===== config.mk =====
export PLATFORM = sky130hd
export DESIGN_NAME = mikl_front
export DESIGN_NICKNAME = d
export VERILOG_FILES = /design/src/hw/rtl/mecanum_inverse_kinematics_limiter_unit_macros.svh /design/src/hw/rtl/mikl_pkg.sv /design/src/hw/rtl/mikl_front.sv
export SDC_FILE = /design/constraint.sdc
export NUM_CORES = 1
export LEC_CHECK = 0
export BUFFER_PORTS_ARGS = -buffer_cell sky130_fd_sc_hd__buf_2
export CAP_MARGIN = 20
export CORE_AREA = 2 2 160 162
export DETAILED_ROUTE_END_ITERATION = 8
export DIE_AREA = 0 0 162 164
export PLACE_DENSITY = 0.67
export SLEW_MARGIN = 10
export SYNTH_ARGS = -nofsm -noshare
export SYNTH_HDL_FRONTEND = slang
export SYNTH_SLANG_ARGS = --single-unit

===== constraint.sdc =====
create_clock -name vclk -period 6.6
set_input_delay 0.33 -clock vclk [all_inputs]
set_output_delay 0.33 -clock vclk [all_outputs]
set_load 0.05 [all_outputs]

===== src/hw/rtl/mecanum_inverse_kinematics_limiter_unit_macros.svh =====
// Assertion macros for the mecanum inverse kinematics limiter.
`ifndef MECANUM_INVERSE_KINEMATICS_LIMITER_UNIT_MACROS_SVH
`define MECANUM_INVERSE_KINEMATICS_LIMITER_UNIT_MACROS_SVH
`ifndef SYNTHESIS
`define MIKL_ASSERT_IMPLIES(lbl, a, b, msg) \
  lbl: assert property (@(posedge clk_i) disable iff (!rst_ni) (a) |-> (b)) else $error(msg);
`define MIKL_ASSERT_NEXT(lbl, a, b, msg) \
  lbl: assert property (@(posedge clk_i) disable iff (!rst_ni) (a) |=> (b)) else $error(msg);
`else
`define MIKL_ASSERT_IMPLIES(lbl, a, b, msg)
`define MIKL_ASSERT_NEXT(lbl, a, b, msg)
`endif
`endif


===== src/hw/rtl/mikl_pkg.sv =====
// Shared types and constants of the mecanum inverse kinematics limiter.
package mikl_pkg;
  localparam int unsigned CmdW      = 32;
  localparam int unsigned CfgW      = 31;
  localparam int unsigned CfgIdxW   = 3;
  localparam int unsigned MagW      = 48;
  localparam int unsigned AbsW      = 49;
  localparam int unsigned NumW      = 50;
  localparam int unsigned RemW      = 32;
  localparam int unsigned ScaleW    = 16;
  localparam int unsigned QueueDepth = 2;

  typedef enum logic [CfgIdxW-1:0] {
    REG_WHEEL_DIA        = 3'd0,
    REG_HALF_LENGTH      = 3'd1,
    REG_HALF_WIDTH       = 3'd2,
    REG_LIMIT_VX         = 3'd3,
    REG_LIMIT_VY         = 3'd4,
    REG_LIMIT_WZ         = 3'd5,
    REG_LIMIT_WHEEL_RATE = 3'd6
  } cfg_reg_e;

  typedef struct packed {
    logic signed [CmdW-1:0] cmd_vx;
    logic signed [CmdW-1:0] cmd_vy;
    logic signed [CmdW-1:0] cmd_wz;
  } cmd_t;

  typedef struct packed {
    logic signed [CmdW-1:0] rate_front_left;
    logic signed [CmdW-1:0] rate_front_right;
    logic signed [CmdW-1:0] rate_back_left;
    logic signed [CmdW-1:0] rate_back_right;
  } rate_t;

  typedef struct packed {
    logic [CfgW-1:0] wheel_dia;
    logic [CfgW-1:0] half_length;
    logic [CfgW-1:0] half_width;
    logic [CfgW-1:0] limit_vx;
    logic [CfgW-1:0] limit_vy;
    logic [CfgW-1:0] limit_wz;
    logic [CfgW-1:0] limit_wheel_rate;
  } cfg_t;

  // Clamped command plus the all-zero class bit.
  typedef struct packed {
    cmd_t cmd;
    logic zero;
  } job_t;

  typedef struct packed {
    logic full;
    logic empty;
  } q_stat_t;
endpackage


===== src/hw/rtl/mikl_front.sv =====
// Front part: accepts items, clamps the commands and flags all-zero ones.
module mikl_front import mikl_pkg::*; (
  input  logic start_i,
  input  cmd_t cmd_i,
  input  cfg_t cfg_i,
  input  logic full_i,
  output logic busy_o,
  output logic push_o,
  output job_t job_o
);
  function automatic logic signed [CmdW-1:0] clamp(logic signed [CmdW-1:0] v,
                                                    logic [CfgW-1:0] lim);
    logic signed [CmdW-1:0] l;
    l = $signed({1'b0, lim});
    if (v > l) return l;
    if (v < -l) return -l;
    return v;
  endfunction

  assign busy_o = full_i;
  assign push_o = start_i && !full_i;

  always_comb begin
    job_o.cmd.cmd_vx = clamp(cmd_i.cmd_vx, cfg_i.limit_vx);
    job_o.cmd.cmd_vy = clamp(cmd_i.cmd_vy, cfg_i.limit_vy);
    job_o.cmd.cmd_wz = clamp(cmd_i.cmd_wz, cfg_i.limit_wz);
    job_o.zero = (job_o.cmd.cmd_vx == '0) && (job_o.cmd.cmd_vy == '0) &&
                 (job_o.cmd.cmd_wz == '0);
  end
endmodule


# Word level (Yosys, flattened, before mapping)
# Index checks and enable logic that the tools add are counted.
# W data, S select, Z words.
# word_totals
reg_bits	0
inputBits	315
output_inout_bits	99
wordCells	37
# op_classes
n_addsub	3
n_lt_le_gt_ge	6
mux	21
n_reduce_logical	7
# op_table
operator	n
$mux W32	12
$gt A32 B32 Y1	3
$logic_not A32 Y1	3
$lt A32 B32 Y1	3
$neg A31 Y32	3
$mux W1	9
$logic_and A1 B1 Y1	3
$logic_not A1 Y1	1

# Depth between registers and ports, before layout
# Gate-level depths: netlist of the first run.
# depth
depth_word	9
ltp_mapped	23

# Worst setup path before layout of the first run
# OpenSTA, ideal clock, no wires.
# synth_path
path_kind	in2out
from	input port cfg_i[76] (netlist name)
to	output port job_o[0] (netlist name)
arrival_time_ns	6.390
setup_slack_ns	-0.120
cell_stages	20
cell_sequence	clkbuf_1 > nor3_1 > nand3_1 > or4_1 > or4_1 > xnor2_1 > ha_1 > nand4_1 > nor4_1 > a21oi_1 > a31oi_1 > mux2i_1 > buf_2 > buf_2 > mux2i_1 > o22ai_1 > nor2_1 > nor4b_1 > nand4_1 > nor4_2
# synth_lines
item	line	text
start: declaration	mikl_front.sv:5	input cfg_t cfg_i,
end: declaration	mikl_front.sv:9	output job_t job_o

==> qor.yml, run 1 <==
run_status:
  status: "finished, final reports clean"
floorplan:
  dieArea_um2: 26600
  initial_utilization: 0.367
  core_area_um2: 24800
  pin_count: 414
  die_w_um: 162
  rows: 58
  die_h_um: 164
route:
  drc: 0
  vias_per_cell: 5.64
  num_vias: 11200
  dr.pass1.iters: 8
  drt_wl_total_um: 35100
  postRouteAntennaNets: 0
  wl_per_cell_um: 17.7
  first_iter_violations: 646
sta:
  max_clock_freq_mhz: 158
  worst_slew_pin_slew_ns: 0.972
  setup_violations: 0
  rsz0062_at_grt: "false"
  layout_min_cycle_time_ns: 6.33
  finalMaxSlewViolations: 0
  hold_viol: 0
  slew_headroom: 0.352
  fin_crit_sh: 0.958
synth:
  avgSynthCellArea_um2: 7.04
  synthAdderAreaFrac: 0.259
  synth_warnings: 0
  syn-num-nets: 1800
  yosysSeqAreaShare: 0
  syn_inst: 1296
  synth_xor_area_frac: 0.0767
  synth_top_family_by_area: "adder cells"
  synth_compound_area_frac: 0.240
  muxShareOfSynthArea: 0.101
  synth.distinct_cells: 69
  synth_simple_gate_area_frac: 0.239
  synth_area_um2: 9120
power_and_ir_drop:
  vdd_drop_max_mv: 0.0868
  design_power_total_w: 0.00117
  power_density_nw_per_um2: 99.1
  leakage_nw: 5.99
cells_and_area:
  layout.cells.most_common: "buf_2"
  fill_cells: 2559
  syn_to_final_growth_pct: 29.9
  multi_input_area_um2: 8530
  clockBufferCount: 0
  nFlopsAndLatches: 0
  nNetsFinal: 2151
  stdcell_area_um2: 11900
  drive_above_1_share: 0.273
  final-seq-area_um2: 0
  final_cell_mix: "buf_2 (289), ha_1 (189), inv_1 (154), a21oi_1 (113), buf_4 (100)"
place:
  portBuffers: 290
  placed_cell_area_um2: 11700
  gp_congestion: 0.955
  post-dp-hpwl_um: 30400
worst_setup_path:
  slowest_delay_ns: 0.55
  worstPathArrival_ns: 6.00
  path_max_fanout: 8
  worstPathRequired_ns: 6.27
  crit_type: "input pin to output port"
  startpoint: "cfg_i[78]"
  slowest_stage: "or4_4"
  cp_common_cell: "buf_4"
  critPathLaunchType: "input pin"
  crit_path_end_kind: "output port"
clocking:
  cts_hold_buf: 0
global_route:
  grt_pass1_vias: 10600
  grt_remaining_overflow: 0
  grt_util_all_layers: 0.247
  antenna_found_initial: 5
  grt_pass1_wl_um: 53500
  grt_max_degree: 54
min_path:
  hold_path_depth: 2
  hold_start: "full_i"
  min_to: "busy_o"
  hold_path_class: "input pin to output port"
flow_run:
  maxCapViolations: 0
[per-layer routing]
| metal | global-route usage | share of wire |
|---|---|---|
| met5 | 0 | 0.0011 |
| met4 | 0.0740 | 0.031 |
| met3 | 0.0288 | 0.067 |
| met2 | 0.439 | 0.47 |
| met1 | 0.311 | 0.43 |
[final cells by class]
| class | count | share of cell area |
|---|---|---|
| well taps | 330 | 0.0348 |
| repair buffers | 395 | 0.196 |
| inverters | 154 | 0.0488 |
| diodes | 3 | 0.000634 |
| multi-input cells | 1096 | 0.720 |
[worst max-delay path, delay by kind of cell]
kind / cells / cell delay [ns]
AND/OR/NAND/NOR: 10 / 3.04
XOR/XNOR: 1 / 0.16
buffers and inverters: 8 / 1.23
multiplexers: 2 / 0.47
adder cells (fa/ha/maj): 1 / 0.29
AO/OA/AOI/OAI: 3 / 0.46
[per-stage QoR]
stage,TNS [ns],hold slack [ns],setup slack (ns),utilization,std cells
2_1_floorplan,0,0.827,0.142,-,1296
3_5_place_dp,-0.426,0.965,-0.426,0.470,1969
5_1_grt,0,0.973,0.00755,0.477,1976
6_report,0,0.964,0.275,0.477,1978
3_3_place_gp,-0.334,0.964,-0.334,0.470,1969
4_1_cts,0,0.965,0.0152,0.472,1972
[timing repair]
action | CTS | global route
pin swaps | 0 | 4
gates resized for setup | 1 | 19
buffers inserted | 3 | 3
setup endpoints to repair | 1 | 1
[power by group]
part / leakage (nW) / switching [W] / total (W) / internal (W)
combinational: 5.99 / 0.000768 / 0.00117 / 0.000406
clock: 0.0000190 / 0 / 0.0000000000608 / 0.0000000000608
sequential: 0 / 0 / 0 / 0
total: 5.99 / 0.000768 / 0.00117 / 0.000406
[cells by family (layout without fill, tap and decap cells)]
| group | count (synthesis) | in the layout |
|---|---|---|
| buf+inv | 200 | 549 |
| xor+xnor | 79 | 79 |
| mux | 90 | 90 |
| fa+ha+maj | 189 | 189 |
| compound gates | 337 | 337 |
| other cells | 0 | 3 |
| simple gates | 401 | 401 |
[Yosys cell counts, types with 10 or more instances]
master | instances | share of area
nor3_1 | 34 | 0.019
inv_1 | 154 | 0.063
nor2_1 | 74 | 0.030
nand2b_1 | 10 | 0.0069
o211ai_1 | 13 | 0.011
a31oi_1 | 12 | 0.0082
o221ai_1 | 11 | 0.011
nand4_1 | 50 | 0.034
nand3_1 | 35 | 0.019
ha_1 | 189 | 0.26
and2_1 | 15 | 0.010
nand2_1 | 82 | 0.034
a2bb2oi_1 | 20 | 0.019
xnor2_1 | 75 | 0.072
nor4_1 | 30 | 0.021
mux2i_1 | 74 | 0.081
a21oi_1 | 113 | 0.062
or4_1 | 11 | 0.0091
o22ai_1 | 28 | 0.019
mux2_2 | 15 | 0.019
a21o_1 | 29 | 0.024
or3_1 | 11 | 0.0075
clkbuf_1 | 35 | 0.014
o21ai_0 | 40 | 0.022
[worst max-delay path by stage]
stage | endpoint | cells after the start
2_1_floorplan | job_o[0] | 20
3_3_place_gp | job_o[0] | 23
3_5_place_dp | job_o[0] | 23
4_1_cts | job_o[0] | 24
5_1_grt | job_o[0] | 25
6_report | job_o[0] | 25
Note: power is estimated with default switching activity, not from simulation.
==> inputs of run 2 (changes only) <==
- REMOVE_ABC_BUFFERS: not set -> 1
==> run 2 against run 1 <==
Net effect: sequential share of layout area did not move; critical path depth fell by 2; design area fell by 2.7%; routed wire length fell by 0.98%; core utilization fell by 1.3 points; worst setup slack improved by 0.080 ns.
==> qor.yml, run 2 (synthesis results as in run 1) <==
cells_and_area:
  clockBufferCount: 0
  final-seq-area_um2: 0
  syn_to_final_growth_pct: 26.4
  fill_cells: 2592
  layout.cells.most_common: "buf_2"
  utilization: 0.465
  final_cell_mix: "buf_2 (289), ha_1 (189), inv_1 (154), a21oi_1 (113), nand2_1 (82)"
  nFlopsAndLatches: 0
  multi_input_area_um2: 8550
  nNetsFinal: 2112
  drive_above_1_share: 0.257
  finalNonFillerCells: 1940
power_and_ir_drop:
  power_density_nw_per_um2: 98.5
  combPwrFrac: 1.000
  vdd_drop_max_mv: 0.0825
  clockPowerShare: 0
  leakage_nw: 5.78
  swShare: 0.667
  intPower_w: 0.000379
  switchingPower_w: 0.000757
  seqPwrFrac: 0
route:
  vias_per_cell: 5.67
  postRouteAntennaNets: 0
  drt_wl_total_um: 34700
  drc: 0
  wl_per_cell_um: 17.9
  dr.pass1.iters: 5
  num_vias: 11000
  first_iter_violations: 724
sta:
  finalMaxSlewViolations: 0
  worst_slew_pin_slew_ns: 0.871
  rsz0062_at_grt: "false"
  fin_crit_sh: 0.946
  hold_viol: 0
  layout_min_cycle_time_ns: 6.24
  max_clock_freq_mhz: 160
  slew_headroom: 0.419
  setup_violations: 0
floorplan:
  pin_count: 414
  core_area_um2: 24800
  die_h_um: 164
  initial_utilization: 0.367
  rows: 58
  dieArea_um2: 26600
  die_w_um: 162
place:
  portBuffers: 290
  gp_congestion: 0.948
  post-dp-hpwl_um: 30100
  placedCellCount: 1934
global_route:
  grt_max_degree: 46
  grt_util_all_layers: 0.248
  grt_pass1_wl_um: 53600
  grt_pass1_vias: 10500
  grt_remaining_overflow: 0
  antenna_found_initial: 9
worst_setup_path:
  worstPathArrival_ns: 5.91
  crit_type: "input pin to output port"
  path_max_fanout: 9
  worstPathRequired_ns: 6.27
  crit_path_end_kind: "output port"
  critPathLaunchType: "input pin"
run_status:
  status: "finished, final reports clean"
flow_run:
  maxCapViolations: 0
min_path:
  hold_path_class: "input pin to output port"
## run 2: changes by cell type in the layout (fill, tap and decap cells not counted), moves of 2 or more
cell,delta
a2bb2oi_1,-3
a2bb2oi_2,+3
buf_12,-4
buf_4,-37
buf_6,+2
nor3_1,-3
nor3_2,+2
nor4_1,+3
nor4_4,-2
## run 2: final timing paths
kind | cells after the start | startpoint | endpoint | slack (ns)
max | 23 | cfg_i[72] | job_o[0] | 0.36
min | 2 | full_i | busy_o | 0.98
## run 2: power by group through the flow
stage / clock [W] / sequential, W / combinational, W
after floorplan: 0 / 0 / 0.000751
after global placement: 0 / 0 / 0.00110
after detailed placement: 0 / 0 / 0.00111
after CTS: 0 / 0 / 0.00112
after global routing: 0.0000000000406 / 0 / 0.00123
final: 0.0000000000811 / 0 / 0.00114
## run 2: repair_timing
item                       in CTS  in global routing
pin swaps                       0                  3
gates resized for setup         2                 22
setup buffers                   0                  2
hold buffers                    0                  0
setup endpoints to repair       1                  1
## run 2: final cells by class
cell class,count,share of cell area
Inverter,154,0.0501
Multi-Input combinational cell,1096,0.741
Timing Repair Buffer,356,0.172
Antenna cell,4,0.000868
Tap cell,330,0.0358
## run 2: stage by stage
step	hold WS, ns	setup slack, ns	cell area (um^2)	TNS [ns]	total power (W)
floorplan	0.660	-2.40	8930	-31.21	0.000751
global route	0.993	0.0129	11500	0	0.00123
detailed placement	0.986	-0.00428	11400	-0.00428	0.00111
finish	0.984	0.355	11500	0	0.00114
global placement	0.984	0.0182	11400	0	0.00110
CTS	0.986	0.0485	11400	0	0.00112
## run 2: routing by layer
| metal | global-route usage | routed length, um |
|---|---|---|
| met5 | 0 | 46 |
| met3 | 0.0306 | 2580 |
| met4 | 0.0640 | 804 |
| met1 | 0.329 | 15200 |
| met2 | 0.425 | 16100 |
## run 2: worst max-delay path: stages
cell       delay [ns]
buf_2            0.14
nor4_2           0.32
nand2_1          0.15
or4_4            0.59
or4_1            0.48
xnor2_1          0.16
ha_1             0.29
nand4_1          0.15
nor4_1           0.31
buf_4            0.17
a21oi_1          0.05
a31oi_1          0.14
buf_4            0.15
mux2i_4          0.35
buf_6            0.21
mux2i_1          0.20
a2bb2oi_1        0.25
nand4_1          0.29
nor4_4           0.35
buf_4            0.15
nand4_1          0.13
nor4_4           0.36
buf_12           0.18
