### config.mk
export PLATFORM = sky130hd
export DESIGN_NAME = mikl_queue
export DESIGN_NICKNAME = d
export VERILOG_FILES = /design/src/hw/rtl/mecanum_inverse_kinematics_limiter_unit_macros.svh /design/src/hw/rtl/mikl_pkg.sv /design/src/hw/rtl/mikl_queue.sv
export SDC_FILE = /design/constraint.sdc
export NUM_CORES = 1
export LEC_CHECK = 0
export ABC_AREA = 1
export BUFFER_PORTS_ARGS = -buffer_cell sky130_fd_sc_hd__buf_2
export CORE_MARGIN = 8
export CORE_UTILIZATION = 30
export CTS_CLUSTER_SIZE = 28
export DETAILED_ROUTE_END_ITERATION = 12
export PLACE_DENSITY = 0.53
export SKIP_CTS_REPAIR_TIMING = 1
export SYNTH_ARGS = -nofsm -noshare
export SYNTH_HDL_FRONTEND = slang
export SYNTH_SLANG_ARGS = --single-unit
### constraint.sdc
create_clock -name clk_i -period 6.86 [get_ports clk_i]
set_input_delay 0 -clock clk_i [delete_from_list [all_inputs] [get_ports clk_i]]
set_output_delay 0 -clock clk_i [all_outputs]
set_load 0.01 [all_outputs]
### src/hw/rtl/mecanum_inverse_kinematics_limiter_unit_macros.svh
// Assertion macros for the mecanum inverse kinematics limiter.
`ifndef MECANUM_INVERSE_KINEMATICS_LIMITER_UNIT_MACROS_SVH
`define MECANUM_INVERSE_KINEMATICS_LIMITER_UNIT_MACROS_SVH
`ifndef SYNTHESIS
`define MIKL_ASSERT_IMPLIES(lbl, a, b, msg) \
  lbl: assert property (@(posedge clk_i) disable iff (!rst_ni) (a) |-> (b)) else $error(msg);
`define MIKL_ASSERT_NEXT(lbl, a, b, msg) \
  lbl: assert property (@(posedge clk_i) disable iff (!rst_ni) (a) |=> (b)) else $error(msg);
`else
`define MIKL_ASSERT_IMPLIES(lbl, a, b, msg)
`define MIKL_ASSERT_NEXT(lbl, a, b, msg)
`endif
`endif

### src/hw/rtl/mikl_pkg.sv
// Shared types and constants of the mecanum inverse kinematics limiter.
package mikl_pkg;
  localparam int unsigned CmdW      = 32;
  localparam int unsigned CfgW      = 31;
  localparam int unsigned CfgIdxW   = 3;
  localparam int unsigned MagW      = 48;
  localparam int unsigned AbsW      = 49;
  localparam int unsigned NumW      = 50;
  localparam int unsigned RemW      = 32;
  localparam int unsigned ScaleW    = 16;
  localparam int unsigned QueueDepth = 2;

  typedef enum logic [CfgIdxW-1:0] {
    REG_WHEEL_DIA        = 3'd0,
    REG_HALF_LENGTH      = 3'd1,
    REG_HALF_WIDTH       = 3'd2,
    REG_LIMIT_VX         = 3'd3,
    REG_LIMIT_VY         = 3'd4,
    REG_LIMIT_WZ         = 3'd5,
    REG_LIMIT_WHEEL_RATE = 3'd6
  } cfg_reg_e;

  typedef struct packed {
    logic signed [CmdW-1:0] cmd_vx;
    logic signed [CmdW-1:0] cmd_vy;
    logic signed [CmdW-1:0] cmd_wz;
  } cmd_t;

  typedef struct packed {
    logic signed [CmdW-1:0] rate_front_left;
    logic signed [CmdW-1:0] rate_front_right;
    logic signed [CmdW-1:0] rate_back_left;
    logic signed [CmdW-1:0] rate_back_right;
  } rate_t;

  typedef struct packed {
    logic [CfgW-1:0] wheel_dia;
    logic [CfgW-1:0] half_length;
    logic [CfgW-1:0] half_width;
    logic [CfgW-1:0] limit_vx;
    logic [CfgW-1:0] limit_vy;
    logic [CfgW-1:0] limit_wz;
    logic [CfgW-1:0] limit_wheel_rate;
  } cfg_t;

  // Clamped command plus the all-zero class bit.
  typedef struct packed {
    cmd_t cmd;
    logic zero;
  } job_t;

  typedef struct packed {
    logic full;
    logic empty;
  } q_stat_t;
endpackage

### src/hw/rtl/mikl_queue.sv
// Small item queue between the front and back parts.
module mikl_queue import mikl_pkg::*; #(
  parameter int unsigned Depth = QueueDepth
) (
  input  logic    clk_i,
  input  logic    rst_ni,
  input  logic    push_i,
  input  job_t    job_i,
  input  logic    pop_i,
  output job_t    job_o,
  output q_stat_t stat_o
);
  localparam int unsigned PtrW = (Depth > 1) ? $clog2(Depth) : 1;
  localparam int unsigned CntW = $clog2(Depth + 1);

  job_t            mem_q [Depth];
  logic [PtrW-1:0] wr_q, rd_q;
  logic [CntW-1:0] cnt_q;

  assign job_o        = mem_q[rd_q];
  assign stat_o.full  = (cnt_q == CntW'(Depth));
  assign stat_o.empty = (cnt_q == '0);

  function automatic logic [PtrW-1:0] nxt(logic [PtrW-1:0] p);
    return (p == PtrW'(Depth - 1)) ? '0 : p + 1'b1;
  endfunction

  always_ff @(posedge clk_i) begin
    if (push_i) begin
      mem_q[wr_q] <= job_i;
    end
  end

  always_ff @(posedge clk_i or negedge rst_ni) begin
    if (!rst_ni) begin
      wr_q  <= '0;
      rd_q  <= '0;
      cnt_q <= '0;
    end else begin
      if (push_i) wr_q <= nxt(wr_q);
      if (pop_i)  rd_q <= nxt(rd_q);
      unique case ({push_i, pop_i})
        2'b10:   cnt_q <= cnt_q + 1'b1;
        2'b01:   cnt_q <= cnt_q - 1'b1;
        default: cnt_q <= cnt_q;
      endcase
    end
  end
endmodule

---- Word-level counts from Yosys, hierarchy flattened ----
Memory sizes are Yosys's and may differ from the RTL's.
Cells that the tools add are included.
operators by class
  $add $sub $neg .......................... 4
  equal/unequal tests ..................... 3
  muxes and demuxes ....................... 5
  reductions and logical operators ........ 2
operator list
  kind                                               count
  == test 2 bit (second input constant)              2
  2-to-1 mux 1 bit                                   4
  case mux 2 bit (2 select lines)                    1
  adder 1 bit (second input constant)                2
  adder 2 x 1 -> 2 bit (second input constant)       1
  == test 2 x 1 -> 1 bit (second input constant)     1
  zero test 2 bit                                    1
  nonzero test 2 bit                                 1
  subtractor 2 x 1 -> 2 bit (second input constant)  1
storage, ports and cells
  bits in registers ....................... 4
  bits in writable memories ............... 194
  word-level logic and storage cells ...... 18
  memories ................................ 1
memories
  memory  words  width  read ports  clocked after memory_dff  wr ports  RTL line          source
  mem_q   2      97     1           0                         1         mikl_queue.sv:16  job_t mem_q [Depth];

---- Depth between registers and ports, before layout ----
Gate-level depths: netlist (run 1).
  depth after elaboration ................. 2
  mapped depth ............................ 7
  gate-level depth less buffers ........... 7

---- Worst setup path before layout (run 1) ----
OpenSTA, ideal clock, no wires.
  kind .................................... reg2reg
  start ................................... reg wr_q
  end ..................................... mem mem_q[0][0] in the netlist's numbering, enable pin
  setup time .............................. 556 ps
  arrival ................................. 4450 ps
  setup slack ............................. 1854 ps
  stages on the path, launching flop included .. 2
  path buffers ............................ 0
  path through ............................ dfrtp_1 nor2_1
RTL lines
  what                    RTL line          source
  start, declared         mikl_queue.sv:17  logic [PtrW-1:0] wr_q, rd_q;
  start signal, assigned  mikl_queue.sv:40  if (push_i) wr_q <= nxt(wr_q);
  end, declared           mikl_queue.sv:16
Straight into the memory's write port.

==> results of run 1 <==
-- cell usage after synthesis --
library cell / instances / area, sq um
xnor2_1: 1 / 8.760
o21ai_0: 97 / 485.5
xor2_1: 2 / 17.52
buf_4: 7 / 52.55
inv_1: 103 / 386.6
buf_2: 5 / 25.02
nand3_1: 1 / 5.000
buf_6: 5 / 56.30
nand4_1: 1 / 6.260
edfxtp_1: 194 / 5826
clkbuf_1: 4 / 15.01
ha_1: 1 / 12.51
nor2_1: 3 / 11.26
nand2_1: 102 / 382.9
dfrtp_1: 4 / 100.1
-- sequential cells by signal, indices dropped and copies added (netlist names) --
signal,flops
cnt_q,2
mem_q,194
rd_q,1
wr_q,1
-- critical path, cell delays in order (launching register included) --
cell and delay [ns]:
dfrtp_4 1.18, buf_4 0.64, o21ai_0 0.21, buf_2 0.18
-- power by group --
part           internal [mW]  total [mW]  leakage, nW  switching [mW]
combinational          0.381        1.01         2.18           0.634
clock                  0.518       0.987        0.288           0.468
sequential              1.60        1.76         1.87           0.155
total                   2.50        3.76         4.33            1.26
-- metrics by stage --
stage          utilization, %  power (mW)
2_1_floorplan               -       2.358
3_3_place_gp            35.83       2.787
3_5_place_dp            35.83       2.794
4_1_cts                 38.26       3.798
5_1_grt                 42.43       4.018
6_report                42.43       3.761
-- routing by layer --
metal	global-route usage, %	wire length (microns)	part of all wire (%)
met1	12.73	7190	43
met2	17.55	8260	50
met3	3.899	970	5.8
met4	3.306	189	1.1
met5	0	13	0.078
-- final timing paths --
| check | endpoint | depth (start not counted) |
|---|---|---|
| setup / recovery | job_o[50] | 3 |
| hold / removal | mem_q[0][89] | 2 |
| setup reg to reg | mem_q[1][83] | 3 |
| hold reg to reg | cnt_q[1] | 2 |
| max in group asynchronous | rd_q | 3 |
| min in group asynchronous | rd_q | 3 |
-- logic make-up after synthesis --
group	Yosys count	share of synthesized area (%)
AOI/OAI and AO/OA	97	6.569
xor gates and xnor gates	3	0.3556
adders and majority gates	1	0.1693
buffers and inverters	124	7.245
DFF	198	80.18
and+or+nand+nor	107	5.485
-- layout make-up --
cell class                      instances  share of cell area (%)
Clock inverter                         15                   1.593
Sequential cell                       198                   57.64
Multi-Input combinational cell        208                   9.110
Clock buffer                           17                   4.135
Inverter                              103                   3.783
Timing Repair Buffer                  304                   19.80
Tap cell                              324                   3.941
==> impl_metrics.tcl, run 1 <==
set metrics [dict create \
    hold_viol 0 \
    seqCellArea_sq_um 5929 \
    fin_area_sq_um 10290 \
    grt_pass1_wl_mm 24.90 \
    drt-total-wl_mm 16.62 \
    ys_types 15 \
    root_buffer "clkbuf_16" \
    slew_violations 0 \
    core_area_sq_um 24250 \
    criticalPathCategory "flop to output port" \
    nets 934 \
    row_count 57 \
    multi_input_comb_area_sq_um 937.1 \
    n_antenna_cell 0 \
    layout_common_cells "buf_2 (199), edfxtp_1 (194), inv_1 (102), nand2_1 (102), dlygate4sd3_1 (101)" \
    syn-num-nets 632 \
    worst_slew_pin_slew_ns 1.162 \
    drtPass1Iterations 4 \
    fp.dieW_microns 173.0 \
    ir_drop_mv 0.1763 \
    min_path_type "input port to flop" \
    crit_path_max_fanout 130 \
    fin_worst_skew_ns 0.009969 \
    critPathLaunch "rd_q" \
    hold_ws_ns 0.3026 \
    grt_max_degree 131 \
    yosys_register_bits 198 \
    grt_overflow 0 \
    hold_start "job_i[89]" \
    die-area_sq_um 29920 \
    io_buffer_count 199 \
    yosysSeqAreaShare_pct 80.18 \
    final_cells 1169 \
    avgSynthCellArea_sq_um 13.94 \
    dpl_worst_slack_ns 4.538 \
    hpwlAfterDp_mm 10.77 \
    drc_errors 0 \
    rsz0062_at_grt "no" \
    start_kind "flop" \
    post-route-period-util_pct 39.59 \
    worst_slack_ns 4.144 \
    htree_levels 4 \
    cts_made_buffers 17 \
    cts_tree "done" \
    leakage_nw 4.333 \
    status "finished, final reports clean" \
    finalSetupViolCount 0 \
    gp_congestion 0.7275 \
    p_per_area_nw_per_um2 365.6 \
    drive_gt1_share_pct 28.17 \
    syn-instance-count 530 \
    required_ns 6.86 \
    slew_headroom_pct 22.56 \
    dpl.cell_count 1036 \
    cap_violations 0 \
    layout_commonest_cell "buf_2" \
    syn-cell-area_sq_um 7391 \
    fmax_mhz 368.2 \
    finalSetupTns_ns 0 \
    clk_pin_slew_ns 0.08 \
    clock_sinks 198 \
    grt_pass1_vias 4446 \
    nFillCells 2236 \
    grtUsageTotal_pct 10.62 \
    finalCriticalPeriod_ns 2.716 \
    syn_to_final_growth_pct 39.19 \
    ant_nets 0 \
    clkLatencyLatePin_ns 0.42 \
    end_kind "output port" \
    io_pins 200 \
    drt_iter0_markers 255 \
    reg2reg_from "wr_q" \
    start_util_pct 30.48 \
    synth_warnings 0 \
    via_per_inst 3.989 \
    wl_per_cell_microns 14.22 \
    cp.arrival_ns 2.72 \
    place_area_sq_um 8687 \
    die_h_microns 173.0 \
    vias 4663 \
    antenna_found_initial 1 \
    clockBufferDepth 2 \
    r2r_slack_ns 4.73 \
]
No activity file was read; power rests on OpenSTA's default activity.
==> run 2, diff against run 1 <==
- ABC_AREA: 1 -> 0
- PLACE_DENSITY: 0.53 -> 0.55
- clock period: 6.86 -> 2.2 ns (I/O delays scaled with it)
==> impl_metrics.tcl, run 2 <==
set metrics [dict create \
    fin_worst_skew_ns 0.008992 \
    clkLatencyLatePin_ns 0.42 \
    row_count 57 \
    hpwlAfterDp_mm 10.05 \
    leakage_nw 3.870 \
    synth_warnings 0 \
    io_pins 200 \
    synthFlopType "edfxtp_1" \
    drive_gt1_share_pct 51.55 \
    fp.dieW_microns 171.5 \
    layout_common_cells "buf_2 (199), edfxtp_1 (194), dlygate4sd3_1 (101)" \
    drtPass1Iterations 4 \
    nFillCells 2144 \
    ys_types 13 \
    slew_headroom_pct 60.77 \
    antenna_found_initial 0 \
    post-route-period-util_pct 78.00 \
    vias 4027 \
    required_ns 2.20 \
    pwr-share-seq_pct 44.6 \
    cts_tree "done" \
    swShare_pct 29.37 \
    regToRegEndpoint "mem_q[1][91]" \
    htree_levels 4 \
    r2r_slack_ns 0.71 \
    ir_drop_mv 0.6256 \
    syn-cell-area_sq_um 7257 \
    ant_nets 0 \
    synth_top_cells_by_count "edfxtp_1 (194), mux2_2 (77), mux2_4 (20)" \
    slew_violations 0 \
    p_per_area_nw_per_um2 1137 \
    rr_worst_depth 2 \
    critPathLaunch "rd_q" \
    start_kind "flop" \
    yosysSeqAreaShare_pct 81.66 \
    synth.area.top_cells "edfxtp_1 (80%), mux2_2 (12%), mux2_4 (4.1%)" \
    grtUsageTotal_pct 10.08 \
    synth_edf_count 194 \
    worst_slew_pin_slew_ns 0.5884 \
    synth_most_common_cell "edfxtp_1" \
    clock_sinks 198 \
    fin_area_sq_um 10240 \
    end_kind "output port" \
    finalSetupViolCount 0 \
    grt_max_degree 98 \
    min_path_type "input port to flop" \
    hold_ws_ns 0.3036 \
    clkPwrFrac_pct 24.4 \
    total_power_mw 11.64 \
    regMostFlops "mem_q" \
    n_antenna_cell 0 \
    dpl.cell_count 835 \
    clockBufferDepth 2 \
    syn-num-nets 420 \
    grt_overflow 0 \
    gp_congestion 0.6828 \
    drt-total-wl_mm 15.63 \
    rsz0062_at_grt "no" \
    drt_iter0_markers 180 \
    p_int_mw 8.222 \
    finalCriticalPeriod_ns 1.716 \
    hold_viol 0 \
    top_regs "mem_q x194, cnt_q x2" \
    synthArstFlopShare_pct 2.020 \
    avgSynthCellArea_sq_um 22.82 \
    syn_to_final_growth_pct 41.05 \
    final_cells 968 \
    die_h_microns 171.5 \
    reg2reg_from "wr_q" \
    largest_register_ffs 194 \
    wl_per_cell_microns 16.15 \
    p_comb_share_pct 31.0 \
    p_switching_mw 3.419 \
    cap_violations 0 \
    yosysTopAreaCellShare_pct 80.28 \
    nets 733 \
    root_buffer "clkbuf_16" \
    die-area_sq_um 29420 \
    syn-instance-count 318 \
    start_util_pct 30.19 \
    fmax_mhz 582.8 \
    yosys_register_bits 198 \
    cp.arrival_ns 1.72 \
    cts_made_buffers 17 \
    via_per_inst 4.160 \
    place_area_sq_um 8692 \
    layout_commonest_cell "buf_2" \
    status "finished, final reports clean" \
    core_area_sq_um 24030 \
    io_buffer_count 199 \
    synth_top_cell_by_area "edfxtp_1" \
    criticalPathCategory "flop to output port" \
    grt_pass1_vias 4128 \
    drc_errors 0 \
    clk_pin_slew_ns 0.07 \
    grt_pass1_wl_mm 22.69 \
    critPathCapture "job_o[81]" \
    crit_path_max_fanout 50 \
]
## run 2: cell types whose count changed in the layout (fill, tap and decap cells not counted), sizes merged, moves of 3 or more
| cell | previous run | this run |
|---|---|---|
| mux2 | 0 | 97 |
| nand2 | 102 | 0 |
| clkinvlp | 1 | 6 |
| clkinv | 6 | 3 |
| inv | 110 | 5 |
| o21ai | 97 | 0 |
## run 2: logic make-up (layout without fill, tap and decap cells)
group,after synthesis,in the layout,share of synthesized area [%]
xor+xnor,5,5,0.6036
fa+ha+maj,1,1,0.1724
buf+inv,12,338,1.155
flops,198,198,81.66
mux,97,97,16.09
simple gates,5,5,0.3277
## run 2: per-layer routing
layer	vias to the layer above	wire length [microns]	track usage [%]
met5	-	0	0
met4	0	82	2.836
met1	2017	6339	11.21
met3	5	1146	4.384
li1	1884	-	-
met2	121	8060	17.33
## run 2: how the worst min path moves through the flow
stage                     depth (start not counted)           end  startpoint
after detailed placement                          1      cnt_q[1]      rst_ni
after global placement                            1      cnt_q[1]      rst_ni
after CTS                                         1      cnt_q[1]      rst_ni
after floorplan                                   0      cnt_q[0]      rst_ni
final                                             2  mem_q[1][68]   job_i[68]
after global routing                              2  mem_q[0][72]   job_i[72]
## run 2: through the flow
step | TNS, ns | setup WS, ns | utilization [%]
finish | 0 | 0.4840 | 42.59
global route | 0 | 0.4036 | 42.59
CTS | 0 | 0.4439 | 38.38
detailed placement | 0 | 0.6853 | 36.17
global placement | 0 | 0.7089 | 36.17
floorplan | -5.902 | -0.06084 | -
## run 2: power by group through the flow
stage | registers (mW) | clock network (mW) | logic [mW]
2_1_floorplan | 5.23 | 0 | 2.24
3_3_place_gp | 5.23 | 0 | 3.53
3_5_place_dp | 5.28 | 0 | 3.56
4_1_cts | 5.19 | 2.96 | 3.58
5_1_grt | 5.25 | 3.11 | 3.91
6_report | 5.19 | 2.84 | 3.61
## run 2: critical path: stages (launching register included)
cell	delay [ns]
dfrtp_4	0.44
buf_12	0.28
mux2_2	0.39
buf_2	0.14
## run 2: area by class of cell
type / count / area [sq um] / share of cell area (%)
multi-input combinational: 108 / 1257 / 12.28
clock buffer: 19 / 432.9 / 4.229
inverter: 1 / 3.754 / 0.03667
clock inverter: 13 / 100.1 / 0.9779
tap: 324 / 405.4 / 3.960
sequential: 198 / 5929 / 57.93
timing repair buffer: 305 / 2107 / 20.58
